## src/design/dslp_pkg.sv

```systemverilog
// Package for the debounced short/long press block.
// Holds the counter width, register indexes, reset values and press codes.
// No dependencies.
`timescale 1ns / 1ps

package dslp_pkg;

    localparam int CNT_W = 16;
    localparam int IDX_W = 2;

    typedef logic [CNT_W-1:0] cnt_t;
    typedef logic [IDX_W-1:0] reg_idx_t;
    typedef logic [1:0]       press_event_t;

    localparam cnt_t CNT_MAX = {CNT_W{1'b1}};

    localparam reg_idx_t REG_DEBOUNCE   = 2'd0;
    localparam reg_idx_t REG_LONG_PRESS = 2'd1;
    localparam reg_idx_t REG_BUZZER     = 2'd2;

    localparam cnt_t DEBOUNCE_RST   = 16'd30;
    localparam cnt_t LONG_PRESS_RST = 16'd1500;
    localparam cnt_t BUZZER_RST     = 16'd200;

    localparam press_event_t EVT_NONE  = 2'd0;
    localparam press_event_t EVT_SHORT = 2'd1;
    localparam press_event_t EVT_LONG  = 2'd2;

    typedef struct packed {
        logic         led_on;
        logic         buzzer_on;
        press_event_t press_event;
    } result_t;

    function automatic cnt_t sat_inc(input cnt_t v);
        return (v == CNT_MAX) ? CNT_MAX : cnt_t'(v + 1'b1);
    endfunction

endpackage

```

## src/design/debounced_short_long_press.sv

```systemverilog
// Usage: debounced button with short/long press detection, one word per timer tick.
// s_ channel: each word is one tick carrying the sampled active-low button level.
// m_ channel: each tick yields one word: LED state, buzzer drive and press code
//   (none, short press released, long press released).
// Config port: cfg_wr_en/cfg_index/cfg_wdata write debounce, long-press and buzzer
//   lengths in ticks; write only while no word is in flight. Unknown indexes drop.
// Output: the result of an accepted tick is registered, in the output register or the skid.
// Throughput: one word per cycle while s_ready is high; the state update is three 16-bit
//   saturating counters and compares between the state registers and the output register.
// Stall: a two-entry output (register plus skid) keeps s_ready high while one
//   result waits; s_ready drops only once both entries are full.
// Reset (aresetn low, synchronous): registers return to 30/1500/200 ticks,
//   level released, counters zero, LED and buzzer off, output empty.
// Depends on dslp_pkg.
`timescale 1ns / 1ps

module debounced_short_long_press (
    input  logic                    aclk,
    input  logic                    aresetn,
    input  logic                    cfg_wr_en,
    input  dslp_pkg::reg_idx_t      cfg_index,
    input  dslp_pkg::cnt_t          cfg_wdata,
    input  logic                    s_valid,
    output logic                    s_ready,
    input  logic                    s_button_level,
    output logic                    m_valid,
    input  logic                    m_ready,
    output logic                    m_led_on,
    output logic                    m_buzzer_on,
    output dslp_pkg::press_event_t  m_press_event
);

    import dslp_pkg::*;

    cnt_t debounce_reg, long_press_reg, buzzer_reg;

    logic prev_level_reg, prev_level_next;
    cnt_t since_reg, since_next;
    logic press_reg, press_next;
    cnt_t hold_reg, hold_next;
    logic led_reg, led_next;
    logic buzz_reg, buzz_next;
    cnt_t buzz_cnt_reg, buzz_cnt_next;

    result_t res_next;
    result_t out_reg, skid_reg;
    logic    out_valid_reg, skid_valid_reg;

    logic accept, take, deb_ok;
    press_event_t evt;

    assign s_ready = !skid_valid_reg;
    assign accept  = s_valid && s_ready;
    assign take    = out_valid_reg && m_ready;

    always_ff @(posedge aclk) begin
        if (!aresetn) begin
            debounce_reg   <= DEBOUNCE_RST;
            long_press_reg <= LONG_PRESS_RST;
            buzzer_reg     <= BUZZER_RST;
        end else if (cfg_wr_en) begin
            unique case (cfg_index)
                REG_DEBOUNCE:   debounce_reg   <= cfg_wdata;
                REG_LONG_PRESS: long_press_reg <= cfg_wdata;
                REG_BUZZER:     buzzer_reg     <= cfg_wdata;
                default: ;
            endcase
        end
    end

    always_comb begin
        prev_level_next = s_button_level;
        since_next      = (s_button_level != prev_level_reg) ? '0 : sat_inc(since_reg);
        hold_next       = press_reg ? sat_inc(hold_reg) : hold_reg;
        buzz_cnt_next   = buzz_reg ? sat_inc(buzz_cnt_reg) : buzz_cnt_reg;
        press_next      = press_reg;
        led_next        = led_reg;
        buzz_next       = buzz_reg;
        evt             = EVT_NONE;
        deb_ok          = since_next > debounce_reg;

        if (deb_ok && !press_reg && !s_button_level) begin
            press_next = 1'b1;
            hold_next  = '0;
        end
        if (deb_ok && press_reg && s_button_level) begin
            press_next = 1'b0;
            if (hold_next >= long_press_reg) begin
                buzz_next     = 1'b1;
                buzz_cnt_next = '0;
                evt           = EVT_LONG;
            end else begin
                led_next = !led_reg;
                evt      = EVT_SHORT;
            end
        end
        if (buzz_next && (buzz_cnt_next >= buzzer_reg)) begin
            buzz_next = 1'b0;
        end

        res_next.led_on      = led_next;
        res_next.buzzer_on   = buzz_next;
        res_next.press_event = evt;
    end

    always_ff @(posedge aclk) begin
        if (!aresetn) begin
            prev_level_reg <= 1'b1;
            since_reg      <= '0;
            press_reg      <= 1'b0;
            hold_reg       <= '0;
            led_reg        <= 1'b0;
            buzz_reg       <= 1'b0;
            buzz_cnt_reg   <= '0;
        end else if (accept) begin
            prev_level_reg <= prev_level_next;
            since_reg      <= since_next;
            press_reg      <= press_next;
            hold_reg       <= hold_next;
            led_reg        <= led_next;
            buzz_reg       <= buzz_next;
            buzz_cnt_reg   <= buzz_cnt_next;
        end
    end

    always_ff @(posedge aclk) begin
        if (!aresetn) begin
            out_valid_reg  <= 1'b0;
            skid_valid_reg <= 1'b0;
        end else if (skid_valid_reg) begin
            if (take) begin
                skid_valid_reg <= 1'b0;
            end
        end else if (accept) begin
            if (!out_valid_reg || take) begin
                out_valid_reg <= 1'b1;
            end else begin
                skid_valid_reg <= 1'b1;
            end
        end else if (take) begin
            out_valid_reg <= 1'b0;
        end
    end

    always_ff @(posedge aclk) begin
        if (skid_valid_reg) begin
            if (take) begin
                out_reg <= skid_reg;
            end
        end else if (accept) begin
            if (!out_valid_reg || take) begin
                out_reg <= res_next;
            end else begin
                skid_reg <= res_next;
            end
        end
    end

    assign m_valid       = out_valid_reg;
    assign m_led_on      = out_reg.led_on;
    assign m_buzzer_on   = out_reg.buzzer_on;
    assign m_press_event = out_reg.press_event;

`ifndef NO_ASSERTIONS
    a_skid_needs_out: assert property (@(posedge aclk) disable iff (!aresetn)
        skid_valid_reg |-> out_valid_reg)
        else $error("skid entry held without output entry");

    a_skid_on_stall: assert property (@(posedge aclk) disable iff (!aresetn)
        $rose(skid_valid_reg) |-> $past(out_valid_reg && !m_ready && accept))
        else $error("skid filled without a stalled output");

    a_skid_drain: assert property (@(posedge aclk) disable iff (!aresetn)
        (skid_valid_reg && take) |=> (out_valid_reg && out_reg == $past(skid_reg)))
        else $error("skid word lost on drain");

    a_idle_ready: assert property (@(posedge aclk) disable iff (!aresetn)
        !out_valid_reg |-> s_ready)
        else $error("input stalled with empty output");
`endif

endmodule

```

## config.mk

```make
export PLATFORM = sky130hd
export DESIGN_NAME = debounced_short_long_press
export DESIGN_NICKNAME = d
export VERILOG_FILES = /design/src/design/dslp_pkg.sv /design/src/design/debounced_short_long_press.sv
export SDC_FILE = /design/constraint.sdc
export NUM_CORES = 1
export LEC_CHECK = 0
export ABC_AREA = 1
export BUFFER_PORTS_ARGS = -buffer_cell sky130_fd_sc_hd__buf_2
export CORE_MARGIN = 1
export CORE_UTILIZATION = 30
export CTS_CLUSTER_DIAMETER = 200
export CTS_CLUSTER_SIZE = 10
export DETAILED_ROUTE_END_ITERATION = 7
export PLACE_DENSITY = 0.52
export SLEW_MARGIN = 20
export SYNTH_ARGS = -nofsm -noshare
export SYNTH_HDL_FRONTEND = slang
export SYNTH_SLANG_ARGS = --single-unit
export TNS_END_PERCENT = 10
```

## constraint.sdc

```tcl
create_clock -name aclk -period 5.05 [get_ports aclk]
set_input_delay 1.01 -clock aclk [delete_from_list [all_inputs] [get_ports aclk]]
set_output_delay 1.01 -clock aclk [all_outputs]
set_load 0.05 [all_outputs]
```

==> flow_metrics.tcl <==
set metrics [dict create \
    p_per_area_nw_per_um2 258.4 \
    wl_um 17590 \
    drv_cap 0 \
    clockRootBuffer "clkbuf_16" \
    rsz0062_at_grt "yes" \
    vdd_drop_max_mv 0.1477 \
    startpoint "since_reg[0]" \
    stdcell_area_um2 8680 \
    setup_viol_count_final 4 \
    outcome "complete, but fails checks" \
    async_flop_share_pct 0 \
    relSlewSlack_pct 36.77 \
    grt_pass1_wl_um 29290 \
    worstMarginPinSlew_ns 0.9484 \
    yosysSeqAreaShare_pct 33.88 \
    fin_crit_sh_pct 104.9 \
    hpwl_um 12620 \
    switching_share_pct 30.66 \
    critPathLaunchType "flip-flop" \
    dieWidth_um 151.8 \
    holdPathStages 2 \
    worstPathRequired_ns 5.29 \
    holdCritStartpoint "long_press_reg[9]" \
    drt_first_pass_iters 5 \
    hold_ws_ns 0.4646 \
    leakagePower_nw 4.113 \
    drive_above_1_share_pct 26.31 \
    cts_tree "built" \
    post-route-min-period_ns 5.297 \
    die_h_um 151.8 \
    avgSynthCellArea_um2 7.038 \
    pin_count 30 \
    cts.reportedPaths.clkPinSlew_ns 0.07 \
    slew_violations 0 \
    rr_worst_depth 39 \
    start_util_pct 30.77 \
    grt_max_degree 101 \
    clock_power_share_pct 31.9 \
    synth_enable_flop_cells 8 \
    fin_util_pct 39.65 \
    reg2reg_slack_ns -0.25 \
    reg2reg_from "since_reg[0]" \
    clock.fmax_ghz 0.1888 \
    regToRegEndpoint "buzz_cnt_reg[15]" \
    seq_area_um2 2285 \
    cp.arrival_ns 5.54 \
    via_per_inst 4.651 \
    synthDistinctLibCells 43 \
    synth_ff_type "dfxtp_1" \
    drtAntennaViolNets 0 \
    num_vias 6269 \
    die-area_um2 23050 \
    hold_viol 0 \
    grt_pass1_vias 5924 \
    multi_input_area_um2 4188 \
    fillCellCount 2288 \
    worst_hold_path_type "reg2reg" \
    critPathKind "reg2reg" \
    layout.nets 1140 \
    netlist_instances 957 \
    netlist_area_um2 6735 \
    yosysTopAreaCellShare_pct 30.32 \
    cts_num_sinks 110 \
    clk_latency_ns 0.36 \
    max_stage_delay_ns 0.36 \
    critPathCaptureType "flip-flop" \
    detail_route.drc_violations 0 \
    min_to "long_press_reg[9]" \
    worstPathMaxFanout 8 \
    placed_area_um2 7694 \
    antenna_found_initial 0 \
    ys_seq_elements 110 \
    final_cell_mix "149 x nand2_1, 147 x inv_1, 102 x a21oi_1" \
    drtIter0Drc 201 \
    ys_warn_count 0 \
    num_rows 54 \
    cpMostUsedCell "buf_4" \
    wl_per_cell_um 13.05 \
    grtUsageTotal_pct 15.58 \
    crit_slowest_cell "dfxtp_2" \
    postCtsHoldBufs 0 \
    cts_inserted_buffers 9 \
    n_antenna_cell 0 \
    htreeDepth 3 \
    layout_setup_ws_ns -0.2467 \
    finClkSkew_ns 0.01258 \
    yosys.area.top_type "dfxtp_1" \
    switching_power_uw 687.7 \
    final_common_cell "nand2_1" \
    seqPwrFrac_pct 43.6 \
    core_um2 21890 \
    area_growth_pct 28.87 \
    power.internal_mw 1.555 \
    synth.net_count 1032 \
    clockBufferDepth 2 \
    gp_congestion 0.8237 \
    grt_overflow 0 \
    synth.area.top_cells "dfxtp_1 30%, nand2_1 9.6%, ha_1 9.5%, inv_1 9.1%, o21ai_0 8.8%" \
    violations "negative setup slack" \
    comb_power_share_pct 24.5 \
    portBuffers 29 \
]
[worst max path at each step]
| stage | to | slack (ns) |
|---|---|---|
| 6_report | buzz_cnt_reg[15] | -0.25 |
| 5_1_grt | buzz_cnt_reg[15] | -0.56 |
| 4_1_cts | skid_reg[2] | -0.36 |
| 3_5_place_dp | m_buzzer_on | -0.97 |
| 3_3_place_gp | m_buzzer_on | -0.82 |
| 2_1_floorplan | m_buzzer_on | 0.04 |
[worst max-delay path, delay by kind of cell, from the launching register on]
kind                     cells  cell delay [ns]
AND/OR/NAND/NOR             20             2.38
buffers and inverters       14             1.44
adder cells (fa/ha/maj)      3             0.67
flip-flops                   1             0.36
XOR/XNOR                     1             0.16
AO/OA/AOI/OAI                1             0.16
[stage by stage]
step,power (mW),setup TNS [ns],instances,setup WS [ns]
2_1_floorplan,1.279,0,957,0.03661
3_3_place_gp,1.445,-2.331,1309,-0.8167
3_5_place_dp,1.448,-2.581,1309,-0.9701
4_1_cts,2.224,-1.158,1341,-0.3575
5_1_grt,2.377,-2.112,1348,-0.5564
6_report,2.243,-0.7952,1348,-0.2467
[routing by layer]
layer	vias to the layer above	wire [µm]	global-route usage [%]
li1	3351	-	-
met1	2846	8625	20.57
met5	-	0	0
met3	14	381	2.653
met2	58	8371	26.19
met4	0	209	3.952
[synthesized netlist by cell type, drive strengths merged, types with 2 or more instances]
library cell and n:
a21o 3, a21oi 108, buf 7, clkbuf 26, dfxtp 102, edfxtp 8, ha 51, inv 167
nand2 183, nand3 43, nand4 14, nor2 60, nor3 13, nor4 3, o211ai 15, o21ai 124
o21bai 2, or2 6, xnor2 5, xor2 12
[repair_timing]
| item | CTS | global route |
|---|---|---|
| pin swaps | 28 | 44 |
| endpoints found under the hold margin | 0 | 0 |
| endpoints found under the setup margin | 3 | 4 |
| resized for setup | 63 | 78 |
| cloned | 2 | 0 |
| setup buffers | 16 | 8 |
[power groups by stage]
stage,registers [mW],logic (mW),clock network (mW)
global route,0.987,0.619,0.771
floorplan,0.999,0.280,0
detailed placement,0.996,0.452,0
finish,0.979,0.550,0.714
global placement,0.997,0.448,0
CTS,0.978,0.508,0.738
[area by class of cell]
class | instances | share of cell area [%]
clock buffer | 12 | 2.840
clock inverter | 2 | 0.4036
inverter | 168 | 7.366
multi-input combinational | 648 | 48.25
sequential | 110 | 26.32
tap | 280 | 4.036
timing repair buffer | 128 | 10.78
[cells by family after synthesis]
kind of cell | count (synthesis) | synth area share, %
AOI/OAI and AO/OA | 255 | 19.99
xor gates and xnor gates | 17 | 2.211
adders and majority gates | 51 | 9.474
buffers and inverters | 201 | 11.42
DFF | 110 | 33.88
and+or+nand+nor | 323 | 23.02
No activity file was read; power rests on OpenSTA's default activity.
